<file path="src/hw/rtl/assert_macros.svh">
// Assertion macros for RTL files that check their own logic.
`ifndef ASSERT_MACROS_SVH
`define ASSERT_MACROS_SVH

// Property checked on every rising clk edge outside reset.
`define ASSERT_CLK(label, prop, msg) \
  label: assert property (@(posedge clk) disable iff (!rst_n) (prop)) else $error(msg);

// Condition that must never be true on a clock edge outside reset.
`define ASSERT_NEVER(label, expr, msg) \
  `ASSERT_CLK(label, !(expr), msg)

`endif

</file>
<file path="src/hw/rtl/cmfd_pkg.sv">
// Shared types, constants and CRC helpers of the cell monitor frame decoder.
package cmfd_pkg;

  localparam int FRAME_BYTES = 19;
  localparam int POS_W       = $clog2(FRAME_BYTES + 1);
  localparam int QUEUE_DEPTH = 2;
  localparam int NUM_CELLS   = 6;

  localparam logic [7:0] CRC_POLY  = 8'h07;
  localparam logic [7:0] CRC_START = 8'h00;
  localparam logic [7:0] REG_START = 8'h00;

  // cell mV = raw * 6250 / 16383
  localparam int CELL_MUL = 6250;
  localparam int CELL_DEN = 16383;
  // discharge mA = d * 35 / 10 = (d * 7) >> 1
  localparam int DIS_MUL = 7;
  // charge mA = d * 1480 / 1000 = d * 37 / 25, /25 by reciprocal
  localparam int CHG_RECIP = 5368710;
  localparam int CHG_SHIFT = 27;
  // temperature C = (raw >> 3) / 13, /13 by reciprocal
  localparam int TEMP_PRE_SHIFT = 3;
  localparam int TEMP_RECIP     = 10083;
  localparam int TEMP_SHIFT     = 17;

  localparam int OPERAND_W = 23;
  localparam int PROD_W    = 46;

  typedef enum logic [2:0] {
    QTY_CELL_MV      = 3'd0,
    QTY_DISCHARGE_MA = 3'd1,
    QTY_CHARGE_MA    = 3'd2,
    QTY_TEMP_C       = 3'd3,
    QTY_RAW_TS1      = 3'd4,
    QTY_RAW_TS2      = 3'd5
  } quantity_t;

  typedef enum logic [1:0] {
    CFG_DISCHARGE_OFFSET = 2'd0,
    CFG_CHARGE_OFFSET    = 2'd1,
    CFG_TEMP_OFFSET      = 2'd2
  } cfg_index_t;

  typedef struct packed {
    logic [2:0]                 device;
    logic                       crc_ok;
    logic [NUM_CELLS-1:0][15:0] cell_raw;
    logic [15:0]                discharge_raw;
    logic [15:0]                ts1_raw;
    logic [15:0]                ts2_raw;
  } frame_job_t;

  typedef struct packed {
    logic full;
    logic empty;
  } queue_status_t;

  function automatic logic [7:0] crc_update(logic [7:0] crc, logic [7:0] data);
    logic [7:0] c;
    c = crc ^ data;
    for (int k = 0; k < 8; k++) begin
      c = c[7] ? ({c[6:0], 1'b0} ^ CRC_POLY) : {c[6:0], 1'b0};
    end
    return c;
  endfunction

  // CRC after the request header (addr << 1, start register, byte count), per address
  function automatic logic [63:0] build_header_seeds();
    logic [63:0] seeds;
    logic [7:0]  c;
    seeds = '0;
    for (int a = 0; a < 8; a++) begin
      c = crc_update(CRC_START, 8'(a << 1));
      c = crc_update(c, REG_START);
      c = crc_update(c, 8'(FRAME_BYTES));
      seeds[a*8 +: 8] = c;
    end
    return seeds;
  endfunction

  localparam logic [63:0] HEADER_SEEDS = build_header_seeds();

endpackage

</file>
<file path="src/hw/rtl/cmfd_front.sv">
// Front end: takes reply bytes, runs the CRC, buffers the frame and posts a decode job.
module cmfd_front
  import cmfd_pkg::*;
(
  input  logic          clk,
  input  logic          rst_n,
  input  logic          in_valid,
  output logic          in_stall,
  input  logic [2:0]    in_device_addr,
  input  logic [7:0]    in_rx_byte,
  input  logic          in_first,
  input  queue_status_t q_status,
  output logic          push,
  output frame_job_t    job
);

  logic [7:0]       crc_r, crc_nxt;
  logic [POS_W-1:0] pos_r, pos_nxt;
  logic [2:0]       dev_r, dev_nxt;
  logic [7:0]       frame_buf_r [FRAME_BYTES];
  logic             accept;
  logic             shift_in;
  logic             at_crc_byte;

  assign in_stall    = q_status.full;
  assign accept      = in_valid && !in_stall;
  assign at_crc_byte = (pos_r == POS_W'(FRAME_BYTES));
  assign shift_in    = accept && (in_first || (pos_r != '0 && !at_crc_byte));
  assign push        = accept && !in_first && at_crc_byte;

  always_comb begin
    crc_nxt = crc_r;
    pos_nxt = pos_r;
    dev_nxt = dev_r;
    if (accept) begin
      if (in_first) begin
        crc_nxt = crc_update(HEADER_SEEDS[{in_device_addr, 3'b000} +: 8], in_rx_byte);
        pos_nxt = POS_W'(1);
        dev_nxt = in_device_addr;
      end else if (pos_r != '0) begin
        if (at_crc_byte) begin
          pos_nxt = '0;
        end else begin
          crc_nxt = crc_update(crc_r, in_rx_byte);
          pos_nxt = pos_r + 1'b1;
        end
      end
    end
  end

  always_ff @(posedge clk) begin
    if (!rst_n) begin
      crc_r <= '0;
      pos_r <= '0;
      dev_r <= '0;
    end else begin
      crc_r <= crc_nxt;
      pos_r <= pos_nxt;
      dev_r <= dev_nxt;
    end
  end

  // newest byte at index 0; byte k of a full frame sits at FRAME_BYTES-1-k
  always_ff @(posedge clk) begin
    if (shift_in) begin
      frame_buf_r[0] <= in_rx_byte;
      for (int i = 1; i < FRAME_BYTES; i++) begin
        frame_buf_r[i] <= frame_buf_r[i-1];
      end
    end
  end

  always_comb begin
    job.device        = dev_r;
    job.crc_ok        = (in_rx_byte == crc_r);
    job.discharge_raw = {frame_buf_r[FRAME_BYTES-2], frame_buf_r[FRAME_BYTES-3]};
    job.ts1_raw       = {frame_buf_r[FRAME_BYTES-16], frame_buf_r[FRAME_BYTES-17]};
    job.ts2_raw       = {frame_buf_r[FRAME_BYTES-18], frame_buf_r[FRAME_BYTES-19]};
    for (int i = 0; i < NUM_CELLS; i++) begin
      job.cell_raw[i] = {frame_buf_r[FRAME_BYTES-4-2*i], frame_buf_r[FRAME_BYTES-5-2*i]};
    end
  end

endmodule

</file>
<file path="src/hw/rtl/cmfd_queue.sv">
// Job queue between the byte front end and the result back end.
module cmfd_queue
  import cmfd_pkg::*;
(
  input  logic          clk,
  input  logic          rst_n,
  input  logic          push,
  input  frame_job_t    push_job,
  input  logic          pop,
  output frame_job_t    head_job,
  output queue_status_t status
);

  localparam int PTR_W = (QUEUE_DEPTH > 1) ? $clog2(QUEUE_DEPTH) : 1;
  localparam int CNT_W = $clog2(QUEUE_DEPTH + 1);

  frame_job_t       entries_r [QUEUE_DEPTH];
  logic [PTR_W-1:0] wr_ptr_r, wr_ptr_nxt;
  logic [PTR_W-1:0] rd_ptr_r, rd_ptr_nxt;
  logic [CNT_W-1:0] count_r, count_nxt;
  logic             do_push;
  logic             do_pop;

  assign status.full  = (count_r == CNT_W'(QUEUE_DEPTH));
  assign status.empty = (count_r == '0);
  assign do_push      = push && !status.full;
  assign do_pop       = pop && !status.empty;
  assign head_job     = entries_r[rd_ptr_r];

  always_comb begin
    wr_ptr_nxt = wr_ptr_r;
    rd_ptr_nxt = rd_ptr_r;
    count_nxt  = count_r;
    if (do_push) begin
      wr_ptr_nxt = (wr_ptr_r == PTR_W'(QUEUE_DEPTH - 1)) ? '0 : wr_ptr_r + 1'b1;
    end
    if (do_pop) begin
      rd_ptr_nxt = (rd_ptr_r == PTR_W'(QUEUE_DEPTH - 1)) ? '0 : rd_ptr_r + 1'b1;
    end
    if (do_push && !do_pop) begin
      count_nxt = count_r + 1'b1;
    end else if (do_pop && !do_push) begin
      count_nxt = count_r - 1'b1;
    end
  end

  always_ff @(posedge clk) begin
    if (!rst_n) begin
      wr_ptr_r <= '0;
      rd_ptr_r <= '0;
      count_r  <= '0;
    end else begin
      wr_ptr_r <= wr_ptr_nxt;
      rd_ptr_r <= rd_ptr_nxt;
      count_r  <= count_nxt;
    end
  end

  always_ff @(posedge clk) begin
    if (do_push) begin
      entries_r[wr_ptr_r] <= push_job;
    end
  end

endmodule

</file>
<file path="src/hw/rtl/cmfd_back.sv">
// Back end: walks a job, one result per unstalled cycle, in a 3-stage conversion pipe.
module cmfd_back
  import cmfd_pkg::*;
(
  input  logic               clk,
  input  logic               rst_n,
  input  frame_job_t         job,
  input  queue_status_t      q_status,
  output logic               pop,
  input  logic [15:0]        discharge_offset,
  input  logic [15:0]        charge_offset,
  input  logic [9:0]         temperature_offset,
  output logic               out_valid,
  input  logic               out_stall,
  output logic [2:0]         out_quantity,
  output logic [4:0]         out_channel,
  output logic signed [18:0] out_value,
  output logic               out_crc_ok,
  output logic               out_last
);

  localparam int IDX_W = $clog2(NUM_CELLS + 4);

  logic [IDX_W-1:0] idx_r, idx_nxt;
  logic             en;
  logic             issue;
  logic             is_last;
  logic [IDX_W-1:0] n_items;
  logic [2:0]       x;
  logic [IDX_W-1:0] extra;

  logic [16:0]          dis_diff, chg_diff;
  logic [15:0]          chg_d;
  logic [21:0]          chg_x37;
  quantity_t            a_qty;
  logic [4:0]           a_ch;
  logic [OPERAND_W-1:0] a_operand;

  // stage 1: operand selected
  logic                 s1_valid_r;
  quantity_t            s1_qty_r;
  logic [4:0]           s1_ch_r;
  logic                 s1_ok_r;
  logic                 s1_last_r;
  logic [OPERAND_W-1:0] s1_operand_r;
  // stage 2: product
  logic                 s2_valid_r;
  quantity_t            s2_qty_r;
  logic [4:0]           s2_ch_r;
  logic                 s2_ok_r;
  logic                 s2_last_r;
  logic [PROD_W-1:0]    s2_product_r;
  logic [OPERAND_W-1:0] mul_const;
  // stage 3: output register
  logic                 out_valid_r;
  logic [2:0]           out_quantity_r;
  logic [4:0]           out_channel_r;
  logic signed [18:0]   out_value_r;
  logic                 out_crc_ok_r;
  logic                 out_last_r;

  logic [14:0]        cell_q0;
  logic [15:0]        cell_r1;
  logic [1:0]         cell_q1;
  logic [14:0]        cell_r2;
  logic [15:0]        cell_q;
  logic signed [18:0] c_value;

  assign en      = !out_valid_r || !out_stall;
  assign issue   = en && !q_status.empty;
  assign x       = job.device - 3'd1;
  assign n_items = !job.crc_ok ? IDX_W'(NUM_CELLS)
                 : (x == 3'd0) ? IDX_W'(NUM_CELLS + 3) : IDX_W'(NUM_CELLS + 2);
  assign is_last = (idx_r == n_items - 1'b1);
  assign pop     = issue && is_last;
  assign idx_nxt = !issue ? idx_r : (is_last ? '0 : idx_r + 1'b1);
  assign extra   = idx_r - IDX_W'(NUM_CELLS);

  // stage A: pick the result of this slot and its multiplier operand
  always_comb begin
    dis_diff  = {1'b0, job.discharge_raw} - {1'b0, discharge_offset};
    chg_diff  = {1'b0, job.ts1_raw} - {1'b0, charge_offset};
    chg_d     = chg_diff[16] ? '0 : chg_diff[15:0];
    chg_x37   = {1'b0, chg_d, 5'b0} + {4'b0, chg_d, 2'b0} + {6'b0, chg_d};
    a_qty     = QTY_CELL_MV;
    a_ch      = '0;
    a_operand = '0;
    if (idx_r < IDX_W'(NUM_CELLS)) begin
      a_qty     = QTY_CELL_MV;
      a_ch      = 5'({x, 2'b00}) + 5'({x, 1'b0}) + 5'(idx_r) + 5'd1;
      a_operand = job.crc_ok ? OPERAND_W'(job.cell_raw[idx_r[2:0]]) : '0;
    end else if (x == 3'd0) begin
      case (extra)
        IDX_W'(0): begin
          a_qty     = QTY_DISCHARGE_MA;
          a_operand = dis_diff[16] ? '0 : OPERAND_W'(dis_diff[15:0]);
        end
        IDX_W'(1): begin
          a_qty     = QTY_CHARGE_MA;
          a_operand = OPERAND_W'(chg_x37);
        end
        default: begin
          a_qty     = QTY_TEMP_C;
          a_ch      = 5'd1;
          a_operand = OPERAND_W'(job.ts2_raw[15:TEMP_PRE_SHIFT]);
        end
      endcase
    end else begin
      case (extra)
        IDX_W'(0): begin
          a_qty     = QTY_RAW_TS1;
          a_ch      = 5'({x, 1'b0});
          a_operand = OPERAND_W'(job.ts1_raw);
        end
        default: begin
          a_qty     = QTY_RAW_TS2;
          a_ch      = 5'({x, 1'b1});
          a_operand = OPERAND_W'(job.ts2_raw);
        end
      endcase
    end
  end

  always_comb begin
    case (s1_qty_r)
      QTY_CELL_MV:      mul_const = OPERAND_W'(CELL_MUL);
      QTY_DISCHARGE_MA: mul_const = OPERAND_W'(DIS_MUL);
      QTY_CHARGE_MA:    mul_const = OPERAND_W'(CHG_RECIP);
      QTY_TEMP_C:       mul_const = OPERAND_W'(TEMP_RECIP);
      default:          mul_const = OPERAND_W'(1);
    endcase
  end

  // stage C: shifts and the /16383 fold for cells
  always_comb begin
    cell_q0 = s2_product_r[28:14];
    cell_r1 = 16'(s2_product_r[13:0]) + 16'(cell_q0);
    cell_q1 = cell_r1[15:14];
    cell_r2 = 15'(cell_r1[13:0]) + 15'(cell_q1);
    cell_q  = 16'(cell_q0) + 16'(cell_q1) + 16'(cell_r2 >= 15'(CELL_DEN));
    case (s2_qty_r)
      QTY_CELL_MV:      c_value = 19'(cell_q);
      QTY_DISCHARGE_MA: c_value = 19'(s2_product_r[18:1]);
      QTY_CHARGE_MA:    c_value = 19'(s2_product_r[CHG_SHIFT +: 19]);
      QTY_TEMP_C:       c_value = $signed({9'b0, s2_product_r[TEMP_SHIFT +: 10]})
                                - $signed({9'b0, temperature_offset});
      default:          c_value = 19'(s2_product_r[15:0]);
    endcase
  end

  always_ff @(posedge clk) begin
    if (!rst_n) begin
      idx_r       <= '0;
      s1_valid_r  <= 1'b0;
      s2_valid_r  <= 1'b0;
      out_valid_r <= 1'b0;
    end else begin
      idx_r <= idx_nxt;
      if (en) begin
        s1_valid_r  <= issue;
        s2_valid_r  <= s1_valid_r;
        out_valid_r <= s2_valid_r;
      end
    end
  end

  always_ff @(posedge clk) begin
    if (en) begin
      s1_qty_r       <= a_qty;
      s1_ch_r        <= a_ch;
      s1_ok_r        <= job.crc_ok;
      s1_last_r      <= is_last;
      s1_operand_r   <= a_operand;
      s2_qty_r       <= s1_qty_r;
      s2_ch_r        <= s1_ch_r;
      s2_ok_r        <= s1_ok_r;
      s2_last_r      <= s1_last_r;
      s2_product_r   <= PROD_W'(s1_operand_r * mul_const);
      out_quantity_r <= s2_qty_r;
      out_channel_r  <= s2_ch_r;
      out_value_r    <= c_value;
      out_crc_ok_r   <= s2_ok_r;
      out_last_r     <= s2_last_r;
    end
  end

  assign out_valid    = out_valid_r;
  assign out_quantity = out_quantity_r;
  assign out_channel  = out_channel_r;
  assign out_value    = out_value_r;
  assign out_crc_ok   = out_crc_ok_r;
  assign out_last     = out_last_r;

endmodule

</file>
<file path="src/hw/rtl/cell_monitor_frame_decoder.sv">
// Top level of the cell monitor frame decoder: config registers, front, queue, back.
//
//  port group   role      transaction
//  in_*         input     one reply byte, taken when in_valid && !in_stall
//  out_*        result    one converted value, taken when out_valid && !out_stall
//  cfg_*        config    register write on cfg_wr_en, no wait
//
// One byte is taken per cycle unless stalled; a frame's CRC byte posts a job to a two-entry queue.
// The back end drains a job, one result per unstalled cycle: 6 on a CRC error, 8 or 9 otherwise.
// A slot issued from the queue head passes the s1, s2 and output registers to reach out_*.
// in_stall rises only while the queue holds two frames not yet drained.
// rst_n is synchronous, active low; the frame buffer and pipe payload are not reset.
module cell_monitor_frame_decoder
  import cmfd_pkg::*;
(
  input  logic               clk,
  input  logic               rst_n,
  input  logic               in_valid,
  output logic               in_stall,
  input  logic [2:0]         in_device_addr,
  input  logic [7:0]         in_rx_byte,
  input  logic               in_first,
  output logic               out_valid,
  input  logic               out_stall,
  output logic [2:0]         out_quantity,
  output logic [4:0]         out_channel,
  output logic signed [18:0] out_value,
  output logic               out_crc_ok,
  output logic               out_last,
  input  logic               cfg_wr_en,
  input  logic [1:0]         cfg_index,
  input  logic [15:0]        cfg_data
);

  `include "assert_macros.svh"

  logic [15:0]   discharge_offset_r;
  logic [15:0]   charge_offset_r;
  logic [9:0]    temperature_offset_r;
  logic          push;
  logic          pop;
  frame_job_t    push_job;
  frame_job_t    head_job;
  queue_status_t q_status;

  always_ff @(posedge clk) begin
    if (!rst_n) begin
      discharge_offset_r   <= '0;
      charge_offset_r      <= '0;
      temperature_offset_r <= '0;
    end else if (cfg_wr_en) begin
      case (cfg_index)
        CFG_DISCHARGE_OFFSET: discharge_offset_r   <= cfg_data;
        CFG_CHARGE_OFFSET:    charge_offset_r      <= cfg_data;
        CFG_TEMP_OFFSET:      temperature_offset_r <= cfg_data[9:0];
        default: ;
      endcase
    end
  end

  cmfd_front u_front (
    .clk            (clk),
    .rst_n          (rst_n),
    .in_valid       (in_valid),
    .in_stall       (in_stall),
    .in_device_addr (in_device_addr),
    .in_rx_byte     (in_rx_byte),
    .in_first       (in_first),
    .q_status       (q_status),
    .push           (push),
    .job            (push_job)
  );

  cmfd_queue u_queue (
    .clk      (clk),
    .rst_n    (rst_n),
    .push     (push),
    .push_job (push_job),
    .pop      (pop),
    .head_job (head_job),
    .status   (q_status)
  );

  cmfd_back u_back (
    .clk                (clk),
    .rst_n              (rst_n),
    .job                (head_job),
    .q_status           (q_status),
    .pop                (pop),
    .discharge_offset   (discharge_offset_r),
    .charge_offset      (charge_offset_r),
    .temperature_offset (temperature_offset_r),
    .out_valid          (out_valid),
    .out_stall          (out_stall),
    .out_quantity       (out_quantity),
    .out_channel        (out_channel),
    .out_value          (out_value),
    .out_crc_ok         (out_crc_ok),
    .out_last           (out_last)
  );

  `ASSERT_NEVER(a_push_into_full, push && q_status.full, "frame job pushed into a full queue")
  `ASSERT_NEVER(a_pop_from_empty, pop && q_status.empty, "job popped from an empty queue")
  `ASSERT_CLK(a_bad_crc_zero_cells, out_valid && !out_crc_ok |-> out_quantity == QTY_CELL_MV && out_value == '0, "CRC error result is not a zero cell voltage")
  `ASSERT_CLK(a_good_frame_ends_past_cells, out_valid && out_last && out_crc_ok |-> out_quantity != QTY_CELL_MV, "good frame ended on a cell voltage")

endmodule

</file>
<file path="config.mk">
export PLATFORM = sky130hd
export DESIGN_NAME = cell_monitor_frame_decoder
export DESIGN_NICKNAME = d
export VERILOG_FILES = /design/src/hw/rtl/cmfd_pkg.sv /design/src/hw/rtl/cmfd_front.sv /design/src/hw/rtl/cmfd_queue.sv /design/src/hw/rtl/cmfd_back.sv /design/src/hw/rtl/cell_monitor_frame_decoder.sv
export VERILOG_INCLUDE_DIRS = /design/src /design/src/hw/rtl
export SDC_FILE = /design/constraint.sdc
export NUM_CORES = 2
export LEC_CHECK = 0
export ABC_AREA = 1
export BUFFER_PORTS_ARGS = -buffer_cell sky130_fd_sc_hd__buf_2
export CAP_MARGIN = 40
export CORE_MARGIN = 4
export CORE_UTILIZATION = 58
export CTS_CLUSTER_SIZE = 24
export DETAILED_ROUTE_END_ITERATION = 10
export PLACE_DENSITY_LB_ADDON = 0.3
export RECOVER_POWER = 50
export SLEW_MARGIN = 10
export SYNTH_ARGS = -nofsm -noshare
export SYNTH_HDL_FRONTEND = slang
export SYNTH_SLANG_ARGS = --single-unit
</file>
<file path="constraint.sdc">
create_clock -name clk -period 8.6 [get_ports clk]
set_input_delay 0.86 -clock clk [delete_from_list [all_inputs] [get_ports clk]]
set_output_delay 0.86 -clock clk [all_outputs]
set_load 0.005 [all_outputs]
</file>
==> impl_metrics.toml <==
[run_status]
status = "finished with violations"
violations = "max-capacitance violations, max-slew violations"

[pwr]
power_leakage_nw = 20.65
cellPowerDensity_mw_per_mm2 = 144.9
ir_drop_mv = 0.2230

[timing]
max-slew-margin-rel_pct = -75.84
setup_viol = 0
finalClockSkew_ns = 0.04676
finalCriticalPeriod_ns = 8.160
hold_slack_ns = 0.4188
finalCritPeriodShare_pct = 94.88
tightest_slew_ns = 2.638
hold_viol_final = 0
grt_setup_unrepaired = "false"
maxSlewViolCount = 140
fmax_ghz = 0.1226
setup_tns_ns = 0

[global_route]
grt_overflow = 0
grt_pass1_wl_um = 175300
grtUsageTotal_pct = 29.52
grt_max_degree = 158
antenna_found_initial = 3
grt_pass1_vias = 30380

[route]
first_iter_violations = 2774
drt_wl_total_um = 115000
drtAntennaViolNets = 0
remaining_drc_errors = 0
via_per_inst = 5.705
drt_pass1_iterations = 6
via_count = 30480
wire_per_inst_um = 21.52

[placement]
placed_cell_area_sq_mm = 0.04396
gp_congestion = 1.002
hpwl_um = 90350
port_buffers = 65

[die]
dieWidth_um = 278.1
num_rows = 98
dieArea_sq_mm = 0.07735
coreArea_sq_mm = 0.07185
die_h_um = 278.1
num_io_pins = 66
initial_core_util_pct = 58.90

[synthesis]
synth-seq-cells = 627
synth_simple_gate_area_share_pct = 12.83
synthTopCellsByArea = "edfxtp_1 40%, fa_1 15%, ha_1 10%, inv_1 6.5%, nand2_1 5.7%"
synth_top_cell_by_area = "edfxtp_1"
synth_common_cells = "735 x inv_1, 642 x nand2_1, 557 x edfxtp_1"
syn_inst = 4248
avgSynthCellArea_sq_um = 9.962
synth_edf_count = 557
synth_top_area_share_pct = 39.52
async_flop_share_pct = 0
synth_mux_area_share_pct = 0.1183
ys.flop_type = "edfxtp_1"
syn_nets = 4956
syn-cell-area_sq_mm = 0.04232
synth_top_family_by_area = "adder cells"
synth_most_common_cell = "inv_1"
synthXorXnorAreaFrac_pct = 2.214
yosys_warnings = 0
ys_seq_area_share_pct = 42.83
synth-adder-area-share_pct = 25.57
ys_types = 56
synth_compound_area_share_pct = 8.852

[worst_setup_path]
critPathMaxFanout = 18
critical_path_class = "reg2reg"
max_stage_delay_ns = 0.75
cp.buffers_inverters = 7
required_ns = 8.97
crit_path_frequent_cell = "fa_1"
start_kind = "flop"
cp_top_family = "adder cells"
critPathArrivalTime_ns = 8.53
cp_slowest_cell = "nor2_1"
crit_path_end_kind = "flop"

[clock_network]
numCtsBuffers = 66
cts-resized-gates = 0
cts_root_buf = "clkbuf_16"
cts_max_level = 3
post_cts_buffers = 0
clkSinkCount = 627
cts_tree = "yes"
clk-insertion-delay-late_ns = 0.63
cts_buffer_depth = 3
clk_pin_slew_ns = 0.05
cts_hold_buf = 0

[final_layout]
fin_util_pct = 64.12
fill_cells = 5885
area_growth_pct = 8.867
nets = 5046
stdcell_area_sq_mm = 0.04607
layout-drive-gt1-share_pct = 5.420

[job]
cap_violations = 3

[worst_hold_path]
hold_class = "reg2reg"
-- cells by family (layout without fill, tap and decap cells) --
logic type	after synthesis	in the layout
AOI/OAI and AO/OA	661	661
xor gates and xnor gates	107	107
adders and majority gates	673	673
buffers and inverters	846	989
DFF	627	627
muxes	5	5
other	0	1
and+or+nand+nor	1329	1329
-- state kept, by name (all words and copies together) (netlist names), 4 cells and up, named ones only --
signal,count
u_back.s1_ch_r,5
u_back.s1_operand_r,22
u_front.crc_r,8
charge_offset_r,16
u_back.idx_r,4
discharge_offset_r,16
u_back.s2_ch_r,5
u_back.s2_product_r,46
u_front.frame_buf_r,144
temperature_offset_r,10
u_queue.entries_r,296
u_back.out_value,19
u_back.out_channel,5
u_front.pos_r,5
-- worst reg2reg max path, cell delays in order, from the launching register on --
cell and delay, ns:
edfxtp_1 0.55, clkinv_1 0.43, nand2_1 0.21, nor2_1 0.31
inv_1 0.16, nor2_1 0.75, fa_1 0.57, fa_1 0.51
inv_1 0.05, fa_1 0.47, inv_1 0.05, fa_1 0.50
fa_1 0.47, fa_1 0.54, inv_1 0.05, fa_1 0.53
inv_1 0.04, ha_1 0.36, nand2_1 0.11, nor2_1 0.24
nand2_1 0.12, nor4_1 0.38, a21oi_1 0.27, inv_1 0.10
nand2_1 0.05, nand3_1 0.07, nand2_1 0.05
-- metal layers --
metal	global-route usage [%]	wire length, um	up-vias
met5	0	13	-
met4	14.18	6170	2
met3	4.496	7669	302
met2	49.66	56240	1132
met1	37.84	44880	14840
li1	-	-	14200
-- area by class of cell --
| class | count | area [sq um] | share of cell area (%) |
|---|---|---|---|
| Antenna cell | 1 | 2.502 | 0.005432 |
| Inverter | 753 | 2829 | 6.140 |
| Timing Repair Buffer | 115 | 764.5 | 1.659 |
| Tap cell | 950 | 1189 | 2.580 |
| Clock buffer | 86 | 1769 | 3.840 |
| Clock inverter | 35 | 386.6 | 0.8392 |
| Multi-Input combinational cell | 2775 | 21000 | 45.58 |
| Sequential cell | 627 | 18130 | 39.36 |
-- through the flow --
stage / setup slack (ns) / power, mW / cells
global placement: 0.5007 / 3.888 / 5211
floorplan: 0.3322 / 3.771 / 4248
global route: 0.06788 / 6.897 / 5341
CTS: 0.4861 / 6.710 / 5341
finish: 0.4403 / 6.675 / 5342
detailed placement: 0.4838 / 3.895 / 5220
-- where the power goes --
group / switching, mW / total (mW) / internal [mW]
logic: 0.276 / 0.423 / 0.147
clock network: 1.20 / 2.84 / 1.63
registers: 0.0408 / 3.42 / 3.38
total: 1.52 / 6.68 / 5.15
-- worst paths after layout --
| kind | startpoint | to | slack, ns | depth (start not counted) |
|---|---|---|---|---|
| max | u_back.s1_qty_r[2]$_SDFFCE_PP0N_ | u_back.s2_product_r[35]$_DFFE_PN_ | 0.44 | 26 |
| min | u_back.s2_ch_r[4]$_DFFE_PN_ | u_back.out_channel[4]$_DFFE_PN_ | 0.42 | 0 |
| max reg2reg | u_back.s1_qty_r[2]$_SDFFCE_PP0N_ | u_back.s2_product_r[35]$_DFFE_PN_ | 0.44 | 26 |
| min reg2reg | u_back.s2_ch_r[4]$_DFFE_PN_ | u_back.out_channel[4]$_DFFE_PN_ | 0.42 | 0 |
-- layout by cell type (no fill, tap or decap), drive strengths merged, types with 5 or more instances in the layout --
cell and n:
xor2 58, o22ai 25, o211ai 32, o21ai 254, edfxtp 557, o2111ai 5, inv 749, mux2i 5
a21oi 241, o221ai 19, a21o 18, a211oi 7, nor2 459, clkinv 31, o21bai 19, nand2 645
clkbuf 108, nand3 139, or2 16, bufinv 5, nor4 7, ha 353, buf 93, nor3 27
a31oi 12, o21a 8, nand4 24, xnor2 49, fa 320, a221oi 6, dfxtp 70
(Power assumes the default switching activity.)
